## src/hdl/asf_pkg.sv

```systemverilog
// ----------------------------------------------------------------------------
// asf_pkg
// Shared widths, operation codes, shift modes and branch condition codes
// for the 16-bit execute unit with barrel shifter and status flags.
// ----------------------------------------------------------------------------
package asf_pkg;

   localparam int DataW   = 16;
   localparam int OpW     = 4;
   localparam int ModeW   = 3;
   localparam int AmtW    = 3;
   localparam int CtxW    = 2;
   localparam int StatusW = 4;
   localparam int CondW   = 4;
   localparam int SbufW   = 4;
   localparam int Banks   = 3;
   localparam int BankW   = 2;

   // ALU operation codes
   localparam logic [OpW-1:0] OP_ADD  = 4'd0;
   localparam logic [OpW-1:0] OP_ADC  = 4'd1;
   localparam logic [OpW-1:0] OP_SUB  = 4'd2;
   localparam logic [OpW-1:0] OP_SBC  = 4'd3;
   localparam logic [OpW-1:0] OP_CMP  = 4'd4;
   localparam logic [OpW-1:0] OP_NEG  = 4'd5;
   localparam logic [OpW-1:0] OP_XOR  = 4'd6;
   localparam logic [OpW-1:0] OP_LOAD = 4'd7;
   localparam logic [OpW-1:0] OP_OR   = 4'd8;
   localparam logic [OpW-1:0] OP_AND  = 4'd9;
   localparam logic [OpW-1:0] OP_TEST = 4'd10;
   localparam logic [OpW-1:0] OP_NONE = 4'd11;

   // Shifter modes
   localparam logic [ModeW-1:0] SH_NONE = 3'd0;
   localparam logic [ModeW-1:0] SH_ASR  = 3'd1;
   localparam logic [ModeW-1:0] SH_LSL  = 3'd2;
   localparam logic [ModeW-1:0] SH_LSR  = 3'd3;
   localparam logic [ModeW-1:0] SH_ROL  = 3'd4;
   localparam logic [ModeW-1:0] SH_ROR  = 3'd5;

   // Shift buffer banks
   localparam logic [BankW-1:0] BANK_NORMAL = 2'd0;
   localparam logic [BankW-1:0] BANK_IRQ    = 2'd1;
   localparam logic [BankW-1:0] BANK_FIQ    = 2'd2;

   // Branch condition codes
   localparam logic [CondW-1:0] CC_CC  = 4'd0;
   localparam logic [CondW-1:0] CC_CS  = 4'd1;
   localparam logic [CondW-1:0] CC_SC  = 4'd2;
   localparam logic [CondW-1:0] CC_SS  = 4'd3;
   localparam logic [CondW-1:0] CC_NE  = 4'd4;
   localparam logic [CondW-1:0] CC_EQ  = 4'd5;
   localparam logic [CondW-1:0] CC_PL  = 4'd6;
   localparam logic [CondW-1:0] CC_MI  = 4'd7;
   localparam logic [CondW-1:0] CC_NHI = 4'd8;
   localparam logic [CondW-1:0] CC_HI  = 4'd9;
   localparam logic [CondW-1:0] CC_NGT = 4'd10;
   localparam logic [CondW-1:0] CC_GT  = 4'd11;
   localparam logic [CondW-1:0] CC_GE  = 4'd12;
   localparam logic [CondW-1:0] CC_LT  = 4'd13;

   // Status bit positions
   localparam int ST_N = 3;
   localparam int ST_Z = 2;
   localparam int ST_S = 1;
   localparam int ST_C = 0;

endpackage

```

## src/hdl/asf_ifs.sv

```systemverilog
// ----------------------------------------------------------------------------
// asf request and response channels
// Valid/ready channels carrying one instruction and one execute result.
// ----------------------------------------------------------------------------
interface asf_req_if;
   logic                            valid;
   logic                            ready;
   logic [asf_pkg::OpW-1:0]         op;
   logic [asf_pkg::DataW-1:0]       operand_a;
   logic [asf_pkg::DataW-1:0]       operand_b;
   logic [asf_pkg::ModeW-1:0]       shift_mode;
   logic [asf_pkg::AmtW-1:0]        shift_amount;
   logic [asf_pkg::CtxW-1:0]        context_req;
   logic                            write_flags;
   logic [asf_pkg::StatusW-1:0]     status_in;
   logic [asf_pkg::CondW-1:0]       branch_cond;

   modport source (
      output valid, op, operand_a, operand_b, shift_mode, shift_amount,
             context_req, write_flags, status_in, branch_cond,
      input  ready
   );
   modport sink (
      input  valid, op, operand_a, operand_b, shift_mode, shift_amount,
             context_req, write_flags, status_in, branch_cond,
      output ready
   );
endinterface

interface asf_rsp_if;
   logic                            valid;
   logic                            ready;
   logic [asf_pkg::DataW-1:0]       result;
   logic                            result_write;
   logic [asf_pkg::StatusW-1:0]     status_out;
   logic                            branch_taken;

   modport source (
      output valid, result, result_write, status_out, branch_taken,
      input  ready
   );
   modport sink (
      input  valid, result, result_write, status_out, branch_taken,
      output ready
   );
endinterface

```

## src/hdl/alu_shifter_flags_16bit_core.sv

```systemverilog
// Pipeline: an accepted transaction is loaded into the input register, then,
//    when the result register is free or is taken, into the result register
//    that drives the response channel. Throughput: one transaction per cycle
//    unless the response sink stalls; the shift buffer bank is read and written
//    in the same cycle as the shift, so back-to-back items chain.
// Reset: synchronous, clears both stage valids and all three shift buffer
//    banks to zero.
// ----------------------------------------------------------------------------
// alu_shifter_flags_16bit_core
// Execute unit: barrel shift of operand B through a banked 4-bit shift
// buffer, ALU operation with N/Z/S/C flags, and branch condition check.
// ----------------------------------------------------------------------------
module alu_shifter_flags_16bit_core (
   input  logic             clock,
   input  logic             reset,
   asf_req_if.sink          req_ch,
   asf_rsp_if.source        rsp_ch
);

   // input register
   logic                              s1_valid_ff;
   logic [asf_pkg::OpW-1:0]           op_ff;
   logic [asf_pkg::DataW-1:0]         a_ff;
   logic [asf_pkg::DataW-1:0]         b_ff;
   logic [asf_pkg::ModeW-1:0]         mode_ff;
   logic [asf_pkg::AmtW-1:0]          amt_ff;
   logic [asf_pkg::CtxW-1:0]          ctx_ff;
   logic                              wf_ff;
   logic [asf_pkg::StatusW-1:0]       st_ff;
   logic [asf_pkg::CondW-1:0]         cc_ff;

   // result register
   logic                              s2_valid_ff;
   logic [asf_pkg::DataW-1:0]         res_ff;
   logic                              wr_ff;
   logic [asf_pkg::StatusW-1:0]       stout_ff;
   logic                              taken_ff;

   logic [asf_pkg::SbufW-1:0]         sbuf_ff [asf_pkg::Banks];

   logic                              accept;
   logic                              advance;
   logic                              s1_valid_in;
   logic                              s2_valid_in;

   logic [asf_pkg::BankW-1:0]         bank;
   logic [1:0]                        amt_m1;
   logic [2:0]                        sh_dist;
   logic [asf_pkg::SbufW-1:0]         sb;
   logic [19:0]                       v_hi;
   logic [19:0]                       v_lo;
   logic signed [19:0]                v_hi_s;
   logic [39:0]                       rot_l;
   logic [39:0]                       rot_r;
   logic [19:0]                       sh;
   logic [asf_pkg::DataW-1:0]         b_sh;
   logic [asf_pkg::SbufW-1:0]         sb_in;

   logic [asf_pkg::DataW-1:0]         bb;
   logic                              cin;
   logic [17:0]                       sum;
   logic [asf_pkg::DataW-1:0]         res_in;
   logic                              wr_in;
   logic [asf_pkg::StatusW-1:0]       stout_in;
   logic                              taken_in;
   logic                              fn, fz, fs, fc;

   // handshake: the result register frees up when the sink takes it
   assign advance      = s1_valid_ff && (!s2_valid_ff || rsp_ch.ready);
   assign req_ch.ready = !s1_valid_ff || advance;
   assign accept       = req_ch.valid && req_ch.ready;
   assign s1_valid_in  = accept || (s1_valid_ff && !advance);
   assign s2_valid_in  = advance || (s2_valid_ff && !rsp_ch.ready);

   always_ff @(posedge clock) begin
      if (reset) begin
         s1_valid_ff <= 1'b0;
         s2_valid_ff <= 1'b0;
      end else begin
         s1_valid_ff <= s1_valid_in;
         s2_valid_ff <= s2_valid_in;
      end
   end

   always_ff @(posedge clock) begin
      if (accept) begin
         op_ff   <= req_ch.op;
         a_ff    <= req_ch.operand_a;
         b_ff    <= req_ch.operand_b;
         mode_ff <= req_ch.shift_mode;
         amt_ff  <= req_ch.shift_amount;
         ctx_ff  <= req_ch.context_req;
         wf_ff   <= req_ch.write_flags;
         st_ff   <= req_ch.status_in;
         cc_ff   <= req_ch.branch_cond;
      end
   end

   // ---------------------------------------------------------------- shifter
   assign bank    = ctx_ff[1] ? asf_pkg::BANK_FIQ
                              : (ctx_ff[0] ? asf_pkg::BANK_IRQ : asf_pkg::BANK_NORMAL);
   // distance 1..4; zero wraps to four
   assign amt_m1  = amt_ff[1:0] - 2'd1;
   assign sh_dist = {1'b0, amt_m1} + 3'd1;
   assign sb      = sbuf_ff[bank];
   assign v_hi    = {b_ff, sb};
   assign v_lo    = {sb, b_ff};
   assign v_hi_s  = v_hi;
   assign rot_l   = {v_lo, v_lo} << sh_dist;
   assign rot_r   = {v_hi, v_hi} >> sh_dist;

   always_comb begin
      sh    = 20'd0;
      b_sh  = b_ff;
      sb_in = sb;
      case (mode_ff)
         asf_pkg::SH_ASR: begin
            sh    = v_hi_s >>> sh_dist;
            b_sh  = sh[19:4];
            sb_in = sh[3:0];
         end
         asf_pkg::SH_LSL: begin
            sh    = v_lo << sh_dist;
            b_sh  = sh[15:0];
            sb_in = sh[19:16];
         end
         asf_pkg::SH_LSR: begin
            sh    = v_hi >> sh_dist;
            b_sh  = sh[19:4];
            sb_in = sh[3:0];
         end
         asf_pkg::SH_ROL: begin
            sh    = rot_l[39:20];
            b_sh  = sh[15:0];
            sb_in = sh[19:16];
         end
         asf_pkg::SH_ROR: begin
            sh    = rot_r[19:0];
            b_sh  = sh[19:4];
            sb_in = sh[3:0];
         end
         default: begin
            sh    = 20'd0;
         end
      endcase
   end

   always_ff @(posedge clock) begin
      if (reset) begin
         for (int i = 0; i < asf_pkg::Banks; i++) begin
            sbuf_ff[i] <= '0;
         end
      end else if (advance) begin
         sbuf_ff[bank] <= sb_in;
      end
   end

   // -------------------------------------------------------------------- ALU
   always_comb begin
      bb  = b_sh;
      cin = 1'b0;
      if (op_ff == asf_pkg::OP_SUB || op_ff == asf_pkg::OP_SBC ||
          op_ff == asf_pkg::OP_CMP) begin
         bb = ~b_sh;
      end
      if (op_ff == asf_pkg::OP_ADC || op_ff == asf_pkg::OP_SBC) begin
         cin = st_ff[asf_pkg::ST_C];
      end else if (op_ff == asf_pkg::OP_SUB || op_ff == asf_pkg::OP_CMP) begin
         cin = 1'b1;
      end
   end

   // 18-bit sign-extended sum: bit 17 gives S, bit 16 of the plain sum gives C
   assign sum = {{2{a_ff[15]}}, a_ff} + {{2{bb[15]}}, bb} + {17'd0, cin};

   always_comb begin
      res_in   = '0;
      wr_in    = 1'b0;
      stout_in = st_ff;
      case (op_ff) inside
         asf_pkg::OP_ADD, asf_pkg::OP_ADC, asf_pkg::OP_SUB, asf_pkg::OP_SBC,
         asf_pkg::OP_CMP: begin
            res_in = sum[15:0];
            wr_in  = (op_ff != asf_pkg::OP_CMP);
            // carry out is the unsigned 17th bit of a + bb + cin
            if (wf_ff) begin
               stout_in = {sum[15], (sum[15:0] == 16'd0), sum[17],
                           ({1'b0, a_ff} + {1'b0, bb} + {16'd0, cin}) >> 16 != 17'd0};
            end
         end
         asf_pkg::OP_NEG, asf_pkg::OP_XOR, asf_pkg::OP_LOAD, asf_pkg::OP_OR,
         asf_pkg::OP_AND, asf_pkg::OP_TEST: begin
            case (op_ff)
               asf_pkg::OP_NEG:  res_in = (~b_sh) + 16'd1;
               asf_pkg::OP_XOR:  res_in = a_ff ^ b_sh;
               asf_pkg::OP_LOAD: res_in = b_sh;
               asf_pkg::OP_OR:   res_in = a_ff | b_sh;
               default:          res_in = a_ff & b_sh;
            endcase
            wr_in = (op_ff != asf_pkg::OP_TEST);
            if (wf_ff) begin
               stout_in = {res_in[15], (res_in == 16'd0),
                           st_ff[asf_pkg::ST_S], st_ff[asf_pkg::ST_C]};
            end
         end
         default: begin
            res_in = '0;
         end
      endcase
   end

   // ------------------------------------------------------ branch condition
   assign fn = st_ff[asf_pkg::ST_N];
   assign fz = st_ff[asf_pkg::ST_Z];
   assign fs = st_ff[asf_pkg::ST_S];
   assign fc = st_ff[asf_pkg::ST_C];

   always_comb begin
      unique case (cc_ff)
         asf_pkg::CC_CC:  taken_in = !fc;
         asf_pkg::CC_CS:  taken_in = fc;
         asf_pkg::CC_SC:  taken_in = !fs;
         asf_pkg::CC_SS:  taken_in = fs;
         asf_pkg::CC_NE:  taken_in = !fz;
         asf_pkg::CC_EQ:  taken_in = fz;
         asf_pkg::CC_PL:  taken_in = !fn;
         asf_pkg::CC_MI:  taken_in = fn;
         asf_pkg::CC_NHI: taken_in = !(!fz && fc);
         asf_pkg::CC_HI:  taken_in = !fz && fc;
         asf_pkg::CC_NGT: taken_in = !(!fz && !fs);
         asf_pkg::CC_GT:  taken_in = !fz && !fs;
         asf_pkg::CC_GE:  taken_in = (fn == fs);
         asf_pkg::CC_LT:  taken_in = (fn != fs);
         default:         taken_in = 1'b1;
      endcase
   end

   always_ff @(posedge clock) begin
      if (advance) begin
         res_ff   <= res_in;
         wr_ff    <= wr_in;
         stout_ff <= stout_in;
         taken_ff <= taken_in;
      end
   end

   assign rsp_ch.valid        = s2_valid_ff;
   assign rsp_ch.result       = res_ff;
   assign rsp_ch.result_write = wr_ff;
   assign rsp_ch.status_out   = stout_ff;
   assign rsp_ch.branch_taken = taken_ff;

   // -------------------------------------------------------------- checks
   a_rsp_from_advance: assert property (@(posedge clock) disable iff (reset)
      $rose(s2_valid_ff) |-> $past(advance))
      else $error("response appeared without an item leaving the input stage");

   a_cmp_no_write: assert property (@(posedge clock) disable iff (reset)
      advance && (op_ff == asf_pkg::OP_CMP || op_ff == asf_pkg::OP_TEST)
      |=> !wr_ff)
      else $error("compare or test flagged for write-back");

   a_flags_hold: assert property (@(posedge clock) disable iff (reset)
      advance && !wf_ff |=> stout_ff == $past(st_ff))
      else $error("status changed with flag update disabled");

   a_other_banks_hold: assert property (@(posedge clock) disable iff (reset)
      advance && bank == asf_pkg::BANK_NORMAL
      |=> $stable(sbuf_ff[1]) && $stable(sbuf_ff[2]))
      else $error("shift buffer bank not selected was disturbed");

   a_no_shift_hold: assert property (@(posedge clock) disable iff (reset)
      advance && mode_ff == asf_pkg::SH_NONE |=> $stable(sbuf_ff[0]) &&
      $stable(sbuf_ff[1]) && $stable(sbuf_ff[2]))
      else $error("shift buffer written without a shift");

endmodule

```

## src/flat_wrapper.sv

```systemverilog
// flat-port wrapper written by rule: the top's interface ports become plain ports
module alu_shifter_flags_16bit_core_flat 
  (clock, reset, req_ch_valid, req_ch_op, req_ch_operand_a, req_ch_operand_b, req_ch_shift_mode, req_ch_shift_amount, req_ch_context_req, req_ch_write_flags, req_ch_status_in, req_ch_branch_cond, req_ch_ready, rsp_ch_valid, rsp_ch_result, rsp_ch_result_write, rsp_ch_status_out, rsp_ch_branch_taken, rsp_ch_ready);
  asf_req_if req_ch_i ();
  asf_rsp_if rsp_ch_i ();
  input  logic clock;
  input  logic reset;
  input wire logic [$bits(req_ch_i.valid)-1:0] req_ch_valid;
  input wire logic [$bits(req_ch_i.op)-1:0] req_ch_op;
  input wire logic [$bits(req_ch_i.operand_a)-1:0] req_ch_operand_a;
  input wire logic [$bits(req_ch_i.operand_b)-1:0] req_ch_operand_b;
  input wire logic [$bits(req_ch_i.shift_mode)-1:0] req_ch_shift_mode;
  input wire logic [$bits(req_ch_i.shift_amount)-1:0] req_ch_shift_amount;
  input wire logic [$bits(req_ch_i.context_req)-1:0] req_ch_context_req;
  input wire logic [$bits(req_ch_i.write_flags)-1:0] req_ch_write_flags;
  input wire logic [$bits(req_ch_i.status_in)-1:0] req_ch_status_in;
  input wire logic [$bits(req_ch_i.branch_cond)-1:0] req_ch_branch_cond;
  output wire logic [$bits(req_ch_i.ready)-1:0] req_ch_ready;
  output wire logic [$bits(rsp_ch_i.valid)-1:0] rsp_ch_valid;
  output wire logic [$bits(rsp_ch_i.result)-1:0] rsp_ch_result;
  output wire logic [$bits(rsp_ch_i.result_write)-1:0] rsp_ch_result_write;
  output wire logic [$bits(rsp_ch_i.status_out)-1:0] rsp_ch_status_out;
  output wire logic [$bits(rsp_ch_i.branch_taken)-1:0] rsp_ch_branch_taken;
  input wire logic [$bits(rsp_ch_i.ready)-1:0] rsp_ch_ready;
  assign req_ch_i.valid = req_ch_valid;
  assign req_ch_i.op = req_ch_op;
  assign req_ch_i.operand_a = req_ch_operand_a;
  assign req_ch_i.operand_b = req_ch_operand_b;
  assign req_ch_i.shift_mode = req_ch_shift_mode;
  assign req_ch_i.shift_amount = req_ch_shift_amount;
  assign req_ch_i.context_req = req_ch_context_req;
  assign req_ch_i.write_flags = req_ch_write_flags;
  assign req_ch_i.status_in = req_ch_status_in;
  assign req_ch_i.branch_cond = req_ch_branch_cond;
  assign req_ch_ready = req_ch_i.ready;
  assign rsp_ch_valid = rsp_ch_i.valid;
  assign rsp_ch_result = rsp_ch_i.result;
  assign rsp_ch_result_write = rsp_ch_i.result_write;
  assign rsp_ch_status_out = rsp_ch_i.status_out;
  assign rsp_ch_branch_taken = rsp_ch_i.branch_taken;
  assign rsp_ch_i.ready = rsp_ch_ready;
  alu_shifter_flags_16bit_core u_core (.clock(clock), .reset(reset), .req_ch(req_ch_i), .rsp_ch(rsp_ch_i));
endmodule
```

## config.mk

```make
export PLATFORM = sky130hd
export DESIGN_NAME = alu_shifter_flags_16bit_core_flat
export DESIGN_NICKNAME = d
export VERILOG_FILES = /design/src/hdl/asf_pkg.sv /design/src/hdl/asf_ifs.sv /design/src/hdl/alu_shifter_flags_16bit_core.sv /design/src/flat_wrapper.sv
export SDC_FILE = /design/constraint.sdc
export NUM_CORES = 1
export LEC_CHECK = 0
export BUFFER_PORTS_ARGS = -buffer_cell sky130_fd_sc_hd__clkbuf_2
export CAP_MARGIN = 10
export CORE_UTILIZATION = 45
export CTS_BUF_LIST = sky130_fd_sc_hd__clkbuf_16
export DETAILED_ROUTE_END_ITERATION = 6
export GPL_ROUTABILITY_DRIVEN = 0
export PLACE_DENSITY = 0.66
export SLEW_MARGIN = 20
export SYNTH_ARGS = -nofsm -noshare
export SYNTH_HDL_FRONTEND = slang
export SYNTH_SLANG_ARGS = --single-unit
```

## constraint.sdc

```tcl
create_clock -name clock -period 13.4 [get_ports clock]
set_clock_uncertainty 0.05 [all_clocks]
set_input_delay 1.34 -clock clock [delete_from_list [all_inputs] [get_ports clock]]
set_output_delay 1.34 -clock clock [all_outputs]
set_load 0.1 [all_outputs]
```

* Word-level counts from Yosys, hierarchy flattened
Memories as Yosys holds them, arrays and structs flattened. Cells that the tools add are included.
Word-level totals: memories 1, bits in writable memories 12, bits of input ports 57, register bits after elaboration 76
Memories:
- u_core.sbuf_ff | words 3, width 4, rd ports 1, clocked after memory_dff 0, wr ports 3, RTL line alu_shifter_flags_16bit_core.sv:39 | logic [asf_pkg::SbufW-1:0] sbuf_ff [asf_pkg::Banks];
Cells by class: reduce and logical (&&, ||, !) cells 31, bitwise operators 4, eq/ne operators 32, multiplexer cells 27, shift operators 5, add/subtract/negate cells 7
Operators by type and width (count):
- two-way mux 16 bit | 5
- one-hot mux 16 bit (5 select lines) | 1
- one-hot mux 16 bit (4 select lines) | 1
- << shifter 40 x 3 -> 40 bit | 1
- >> shifter 40 x 3 -> 20 bit | 1
- equality test 4 bit, second input constant | 9
- adder 16 x 16 -> 17 bit | 2
- equality test 4 x 3 -> 1 bit, second input constant | 8
- zero test 16 bit | 2
- two-way mux 4 bit | 5
- one-hot mux 4 bit (5 select lines) | 1
- << shifter 20 x 3 -> 20 bit | 1
- >> shifter 20 x 3 -> 20 bit | 1
- >>> shifter 20 x 3 -> 20 bit | 1
- adder 18 x 1 -> 18 bit | 1
- adder 17 x 1 -> 17 bit | 1
- adder 16 x 1 -> 16 bit, second input constant | 1
- AND 16 bit | 1
- equality test 4 x 2 -> 1 bit, second input constant | 4
- NOT 16 bit | 1
- bitwise OR 16 bit | 1
- XOR 16 bit | 1
- one-hot mux 1 bit (14 select lines) | 1
- two-way mux 1 bit | 11
- 18 further kinds | 44

* Logic depth before layout (Yosys ltp)
Gate-level depths: netlist (run 1). An unclocked memory read counts as a cell.
depth after elaboration 14, depth in mapped cells 29, gate-level depth less buffers 22

* Worst setup path before layout (run 1)
No wires, ideal clock.
kind reg2reg, start reg u_core.amt_ff[0] in the netlist's numbering, end reg u_core.stout_ff, in the netlist u_core.rsp_ch.status_out[2], data pin, required time 13085 ps, cell stages (with the launch flop) 28, arrival 6348 ps, buffers on the path 6, slack 6736 ps, cell sequence edfxtp_1 -> buf_4 -> inv_1 -> buf_2 -> buf_1 -> ha_1 -> buf_6 -> buf_6 -> buf_2 -> mux2i_1 -> mux2i_1 -> a221o_1 -> o22a_1 -> a311oi_1 -> a21oi_1 -> xor2_1 -> ha_1 -> a21o_1 -> a21o_1 -> a2111o_1 -> a21o_1 -> a221oi_1 -> o2111ai_1 -> a2111oi_2 -> xor2_1 -> nor2_1 -> a31oi_1 -> o41ai_2
Between the ends: cells in the longest elaborated chain, start to end 13, elaborated cells on any way between the ends 25, classes of those cells add/sub (5); shift (5); mux (9); bitwise (4); reduce/logical (2)
RTL lines:
- from (decl) | RTL line alu_shifter_flags_16bit_core.sv:26 | logic [asf_pkg::AmtW-1:0] amt_ff;
- from (signal assigned) | RTL line alu_shifter_flags_16bit_core.sv:91 | amt_ff <= req_ch.shift_amount;
- subtractor 2 x 1 -> 2 bit * | RTL line alu_shifter_flags_16bit_core.sv:103 | assign amt_m1 = amt_ff[1:0] - 2'd1;
- adder 2 x 1 -> 3 bit * | RTL line alu_shifter_flags_16bit_core.sv:104 | assign sh_dist = {1'b0, amt_m1} + 3'd1;
- >> shifter 40 x 3 -> 20 bit, or another cell as far along | RTL line alu_shifter_flags_16bit_core.sv:110 | assign rot_r = {v_hi, v_hi} >> sh_dist;
- one-hot mux 16 bit (5 select lines) * | RTL line alu_shifter_flags_16bit_core.sv:116 | case (mode_ff)
- parallel branches: the longest is 8 deep, another holds adder 18 x 1 -> 18 bit
- two-way mux 4 bit * | RTL line alu_shifter_flags_16bit_core.sv:180 | case (op_ff) inside
- named net u_core.stout_in (one bit) | RTL line alu_shifter_flags_16bit_core.sv:64 | logic [asf_pkg::StatusW-1:0] stout_in;
- to (signal assigned) | RTL line alu_shifter_flags_16bit_core.sv:242 | stout_ff <= stout_in;
- to (decl) | RTL line alu_shifter_flags_16bit_core.sv:36 | logic [asf_pkg::StatusW-1:0] stout_ff;
Mark *: on every way through the listed nets, which the timed path passes. The select of a mux whose other input is x is not followed. A chain may end at the register's enable or synchronous reset.

* Worst setup path in the final report (run 1)
Ends and elaborated chain as after synthesis.

==> impl_metrics.ini, run 1 <==
[run_status]
outcome = complete, no violations

[worst_setup_path]
worstPathMaxFanout = 85
critPathTopFamily = compound AO/OA/AOI/OAI gates
reg2reg_to = u_core.rsp_ch.status_out[2]$_DFFE_PP_
crit_end = u_core.rsp_ch.status_out[2]$_DFFE_PP_
crit_chain = buf_4 > inv_1 > ha_4 > buf_4 > inv_2 > mux4_2 > a221oi_1 > o22ai_1 > and2_0 > xnor2_1 > ha_1 > a21o_1 > a21o_1 > a2111o_1 > a21o_1 > a221oi_1 > o2111ai_1 > a2111oi_2 > xor2_1 > nor2_1 > a31oi_1 > o41ai_2
crit_type = flop to flop
cp.depth = 22
r2r_slack_ns = 4.47
critPathRequiredTime_ns = 13.45
rr_startpoint = u_core.amt_ff[0]$_DFFE_PP_
worst_ep_arrival_time_ns = 8.98
cp_common_cell = a21o_1
critPathSlowestCell = buf_4
setup.worst_path.start = u_core.amt_ff[0]$_DFFE_PP_
start_kind = flop
worstSetupEndpointType = flop
reg2reg_depth = 22
slowest_delay_ns = 0.70
crit_buf_inv = 4

[route]
firstDrtPassIters = 5
drc = 0
postRouteAntennaNets = 0
routedWlPerCell_um = 19.6
avgViaCountPerCell = 6.20
drt-initial-drc-count = 1039
vias = 8277
routed_wl_um = 26200

[timing]
fin_crit_sh = 0.667
hold_viol = 0
final.setup.tns_ns = 0
fmax_ghz = 0.112
report.final.slew_viol_count = 0
grt_setup_unrepaired = false
setup_viol = 0
final.setup.worst_slack_ns = 4.47
min_period_ns = 8.93
relSlewSlack = 0.279
hold-worst-slack_ns = 0.485
tightest_slew_ns = 1.07

[placed_design]
dp_cells = 1319
place_hpwl_um = 19100
place_ws_ns = 4.63
place_area_um2 = 9680
port_buffers = 79

[layout]
antenna_cells = 0
area_growth_syn_to_layout_pct = 7.86
drive_gt1_frac = 0.158
finalNetCount = 1171
final_cell_area_um2 = 9960
layout.cells.non_filler = 1335

[floorplanning]
start_util = 0.458
fp.dieW_um = 145
core_um2 = 20200
die_h_um = 145
ios = 81
dieArea_um2 = 21100
fp-row-count = 52

[synthesis]
syn-instance-count = 1041
synth_edf_count = 86
async_flop_share = 0
ys_ff_latch = 88
ys_types = 88
seq_area_frac_synth = 0.284
yosysWarnings = 0
synth_area_um2 = 9230
synth-main-ff-cell = edfxtp_1
syn_area_per_cell_um2 = 8.87
synth_nets = 1152

[clocking]
htreeDepth = 3
cts_inserted_buffers = 9
clock-root-buffer = clkbuf_16
cts_hold_buffers = 0
clock_path_buffers = 2
clkLatencyLatePin_ns = 0.36
clkSinkCount = 88
post_cts_resized = 0
cts_tree = done
post_cts.repair.setup_buffers = 0
cts.clk_slew.worst_paths_ns = 0.07

[pwr]
p_int_mw = 0.637
seq_power_share = 0.321
powerDensity_nw_per_um2 = 110
p_leak_nw = 3.96
switching_share = 0.416
p_sw_mw = 0.454
pwr-share-comb = 0.462
power.share.clock = 0.217
worst_ir_drop_vdd_mv = 0.0879

[run]
drv_cap = 0

[global_routing]
grt_max_degree = 86
grt_pass1_wl_um = 41400
gr-total-overflow = 0
grt_pass1_vias = 7496
antenna_found_initial = 0
gr-usage-all-layers = 0.250

[hold_path]
worstHoldPathType = flop to flop
==> per-layer routing <==
layer / vias up / GRT usage / routed length [µm]
met2: 343 / 0.372 / 11600
li1: 3905 / - / -
met4: 0 / 0.0953 / 736
met1: 3979 / 0.362 / 11900
met3: 50 / 0.0434 / 1970
met5: - / 0 / 0
==> Yosys cell counts, types with 14 or more instances <==
| library cell | instances | area [µm²] |
|---|---|---|
| nor3_1 | 21 | 105 |
| nor2b_1 | 18 | 113 |
| ha_1 | 52 | 651 |
| xor2_1 | 16 | 140 |
| mux2i_1 | 46 | 460 |
| a21oi_1 | 54 | 270 |
| o21ai_0 | 67 | 335 |
| buf_2 | 14 | 70.1 |
| nand3_1 | 22 | 110 |
| nand2b_1 | 25 | 156 |
| edfxtp_1 | 86 | 2580 |
| inv_1 | 72 | 270 |
| nor2_1 | 73 | 274 |
| nand2_1 | 95 | 357 |
| clkbuf_1 | 48 | 180 |
| mux4_2 | 27 | 608 |
| xnor2_1 | 34 | 298 |
==> how the worst min path moves through the flow <==
stage                                       start                             end  slack, ns  depth (start not counted)
floorplan           u_core.s1_valid_ff$_SDFF_PP0_  u_core.rsp_ch.valid$_SDFF_PP0_       0.44                          2
global placement    u_core.s1_valid_ff$_SDFF_PP0_  u_core.rsp_ch.valid$_SDFF_PP0_       0.45                          2
detailed placement  u_core.s1_valid_ff$_SDFF_PP0_  u_core.rsp_ch.valid$_SDFF_PP0_       0.46                          2
CTS                 u_core.s1_valid_ff$_SDFF_PP0_  u_core.rsp_ch.valid$_SDFF_PP0_       0.47                          2
global route        u_core.s1_valid_ff$_SDFF_PP0_  u_core.rsp_ch.valid$_SDFF_PP0_       0.51                          2
finish              u_core.s1_valid_ff$_SDFF_PP0_  u_core.rsp_ch.valid$_SDFF_PP0_       0.49                          2
==> cells in the final DEF, fill, tap and decap left out, types with 7 or more instances in the layout <==
cell / n
a21o_1: 11
o21ai_0: 67
a221oi_1: 9
a22oi_1: 8
a211oi_1: 7
o221ai_1: 8
nand2b_1: 25
xor2_1: 16
nand2_1: 95
o22ai_1: 12
mux2_2: 9
a31oi_1: 8
nor2_1: 73
o211ai_1: 12
o21a_1: 9
xnor2_1: 34
nand4_1: 10
mux4_2: 27
o31ai_1: 7
and2_1: 7
nand3_1: 22
nor3_1: 21
ha_1: 51
a21oi_1: 54
buf_4: 10
mux2i_1: 46
inv_1: 72
nor2b_1: 18
clkbuf_2: 79
edfxtp_1: 86
clkbuf_16: 9
==> sequential cells by signal (all words and copies together), names as in the netlist <==
register,cells
u_core.rsp_ch.valid,1
u_core.sbuf_ff,12
u_core.cc_ff,4
u_core.a_ff,16
u_core.st_ff,4
u_core.mode_ff,3
u_core.wf_ff,1
u_core.s1_valid_ff,1
u_core.rsp_ch.result_write,1
u_core.amt_ff,2
u_core.ctx_ff,2
u_core.rsp_ch.branch_taken,1
u_core.b_ff,16
u_core.op_ff,4
u_core.rsp_ch.status_out,4
u_core.rsp_ch.result,16
==> power groups by stage <==
stage	registers, mW	clock network [mW]	logic [mW]
6_report	0.350	0.236	0.504
5_1_grt	0.352	0.254	0.548
4_1_cts	0.350	0.246	0.498
3_5_place_dp	0.355	0	0.495
3_3_place_gp	0.355	0	0.488
2_1_floorplan	0.382	0	0.362
==> stage by stage <==
step / total power [mW] / util
final: 1.09 / 0.494
after global routing: 1.15 / 0.494
after CTS: 1.09 / 0.494
after detailed placement: 0.851 / 0.480
after global placement: 0.843 / 0.480
after floorplan: 0.743 / -
==> cells by family (layout without fill, tap and decap cells) <==
| group | after synthesis | in the layout | synth area share |
|---|---|---|---|
| simple gates | 319 | 319 | 0.173 |
| compound gates | 291 | 291 | 0.220 |
| buf+inv | 154 | 178 | 0.0702 |
| flops | 88 | 88 | 0.284 |
| mux | 85 | 85 | 0.131 |
| fa+ha+maj | 54 | 54 | 0.0748 |
| xor+xnor | 50 | 50 | 0.0474 |
==> area by class of cell <==
cell class                      count  area [µm²]
Clock buffer                        9         225
Clock inverter                      7        47.5
Fill cell                        1934       10200
Inverter                           73         274
Multi-Input combinational cell    799        5980
Sequential cell                    88        2620
Tap cell                          270         338
Timing Repair Buffer               89         470
==> worst reg2reg max path, delay by kind of cell (launching register included) <==
family / cells / cell delay (ns)
AO/OA/AOI/OAI: 11 / 3.42
multiplexers: 1 / 0.52
XOR/XNOR: 2 / 0.54
buffers and inverters: 4 / 2.43
flip-flops: 1 / 0.32
adder cells (fa/ha/maj): 2 / 0.94
AND/OR/NAND/NOR: 2 / 0.44
Note: power is estimated with default switching activity, not from simulation.
==> inputs of run 2 (changes only) <==
- clock period: 13.4 -> 9 ns (I/O delays scaled with it)
==> run 2 against run 1 <==
  * Die area did not move
  * Critical path depth unchanged
  * Non-clock buffer count up 3
  * Hold slack got worse by 0.011 ns
  * Register-to-register slack got worse by 2.7 ns
  * Clock power increased by 49%
  * Core utilization grew 0.11 points
  * Global-route usage decreased by 0.26 points
  * Via count increased by 0.92%
  * Wire length rose by 0.79%
  * Final cell count rose by 0.22%
  * Sequential cell count unchanged
  * Largest power group unchanged
  * Highest routed layer unchanged
==> impl_metrics.ini, run 2 (synthesized netlist as in run 1, its figures left out) <==
[layout]
mostFrequentLayoutCells = 95 x nand2_1, 86 x edfxtp_1, 79 x clkbuf_2, 73 x nor2_1, 72 x inv_1
final_core_util = 0.495
finalNetCount = 1174
layout_commonest_cell = nand2_1
layout.cells.non_filler = 1338
fillerInstances = 1955
antenna_cells = 0
final_cell_area_um2 = 9980
area_growth_syn_to_layout_pct = 8.11
drive_gt1_frac = 0.159

[floorplanning]
die_h_um = 145
dieArea_um2 = 21100
start_util = 0.458
fp.dieW_um = 145
ios = 81
core_um2 = 20200
fp-row-count = 52

[global_routing]
antenna_found_initial = 0
top_usage_layer = met2
gr-usage-met2 = 0.375
grt_pass1_wl_um = 41100
gr-usage-met3 = 0.0371
met1_usage = 0.356
gr-usage-all-layers = 0.248
grt_max_degree = 85
gr-total-overflow = 0
grt_pass1_vias = 7457

[clocking]
clkLatencyLatePin_ns = 0.36
cts_hold_buffers = 0
clock_path_buffers = 2
post_cts_resized = 0
clock-root-buffer = clkbuf_16
cts_tree = done
cts_inserted_buffers = 9
cts.clk_slew.worst_paths_ns = 0.07
clkSinkCount = 88
post_cts.repair.setup_buffers = 0
htreeDepth = 3

[hold_path]
worstHoldPathType = flop to flop
hold_depth = 2

[placed_design]
place_hpwl_um = 19000
port_buffers = 79
place_ws_ns = 1.91
dp_cells = 1322
place_area_um2 = 9710

[run]
drv_cap = 0

[pwr]
p_leak_nw = 3.97
total_power_mw = 1.63
switching_share = 0.417
p_sw_mw = 0.678
p_int_mw = 0.948
powerDensity_nw_per_um2 = 163
power.share.clock = 0.216
pwr-share-comb = 0.463
seq_power_share = 0.321
worst_ir_drop_vdd_mv = 0.0850

[route]
routed_wl_um = 26400
vias = 8353
firstDrtPassIters = 5
avgViaCountPerCell = 6.24
postRouteAntennaNets = 0
routedWlPerCell_um = 19.7
drt-initial-drc-count = 915
drc = 0

[run_status]
outcome = complete, no violations

[timing]
fin_crit_sh = 0.799
final.setup.worst_slack_ns = 1.81
tightest_slew_ns = 1.02
min_period_ns = 7.19
report.final.slew_viol_count = 0
hold_viol = 0
hold-worst-slack_ns = 0.474
relSlewSlack = 0.316
fmax_ghz = 0.139
final.setup.tns_ns = 0
setup_viol = 0
grt_setup_unrepaired = false

[worst_setup_path]
worstPathMaxFanout = 53
reg2reg_depth = 22
crit_type = flop to flop
critPathRequiredTime_ns = 9.05
start_kind = flop
worstSetupEndpointType = flop
worst_ep_arrival_time_ns = 7.24
run 2: changes by cell type in the layout (fill, tap and decap cells not counted):
| cell | previous run | this run |
|---|---|---|
| buf_4 | 10 | 13 |
| clkinv_1 | 1 | 2 |
| clkinv_2 | 2 | 0 |
| clkinv_4 | 2 | 1 |
| clkinvlp_4 | 1 | 3 |
run 2: critical path, cell delays in order (launching register included):
cell	delay (ns)
edfxtp_1	0.38
inv_1	0.06
buf_4	0.30
ha_4	0.63
mux2i_1	0.42
mux2i_1	0.19
a221o_1	0.40
o22a_1	0.18
a311oi_1	0.34
a21oi_1	0.19
xor2_1	0.25
ha_1	0.31
a21o_1	0.18
a21o_1	0.22
a2111o_1	0.50
a21o_1	0.24
a221oi_1	0.60
o2111ai_1	0.33
a2111oi_2	0.46
xor2_1	0.32
nor2_1	0.07
a31oi_1	0.19
o41ai_2	0.11
run 2: layout make-up:
| cell class | instances | area [µm²] | area share |
|---|---|---|---|
| well taps | 270 | 338 | 0.0339 |
| clock inverters | 7 | 47.5 | 0.00476 |
| inverters | 73 | 274 | 0.0275 |
| flip-flops and latches | 88 | 2620 | 0.263 |
| clock buffers | 9 | 225 | 0.0226 |
| multi-input cells | 799 | 5980 | 0.599 |
| repair buffers | 92 | 493 | 0.0494 |
run 2: path summary, 6_finish.rpt:
check,end,startpoint,slack [ns]
worst min register to register,u_core.rsp_ch.valid$_SDFF_PP0_,u_core.s1_valid_ff$_SDFF_PP0_,0.47
worst max register to register,u_core.rsp_ch.status_out[2]$_DFFE_PP_,u_core.amt_ff[0]$_DFFE_PP_,1.81
worst min-delay path,u_core.rsp_ch.valid$_SDFF_PP0_,u_core.s1_valid_ff$_SDFF_PP0_,0.47
worst max-delay path,u_core.rsp_ch.status_out[2]$_DFFE_PP_,u_core.amt_ff[0]$_DFFE_PP_,1.81
run 2: power groups by stage:
stage / combinational [mW] / sequential (mW) / clock, mW
floorplan: 0.538 / 0.568 / 0
global placement: 0.728 / 0.529 / 0
detailed placement: 0.737 / 0.529 / 0
CTS: 0.741 / 0.520 / 0.361
global route: 0.820 / 0.525 / 0.370
finish: 0.753 / 0.522 / 0.351
run 2: routing by layer:
metal / vias up / routed length [µm] / share of wire
met5: - / 0 / 0
met4: 0 / 770 / 0.029
met3: 60 / 2150 / 0.082
met2: 433 / 11600 / 0.44
met1: 3953 / 11900 / 0.45
li1: 3907 / - / -
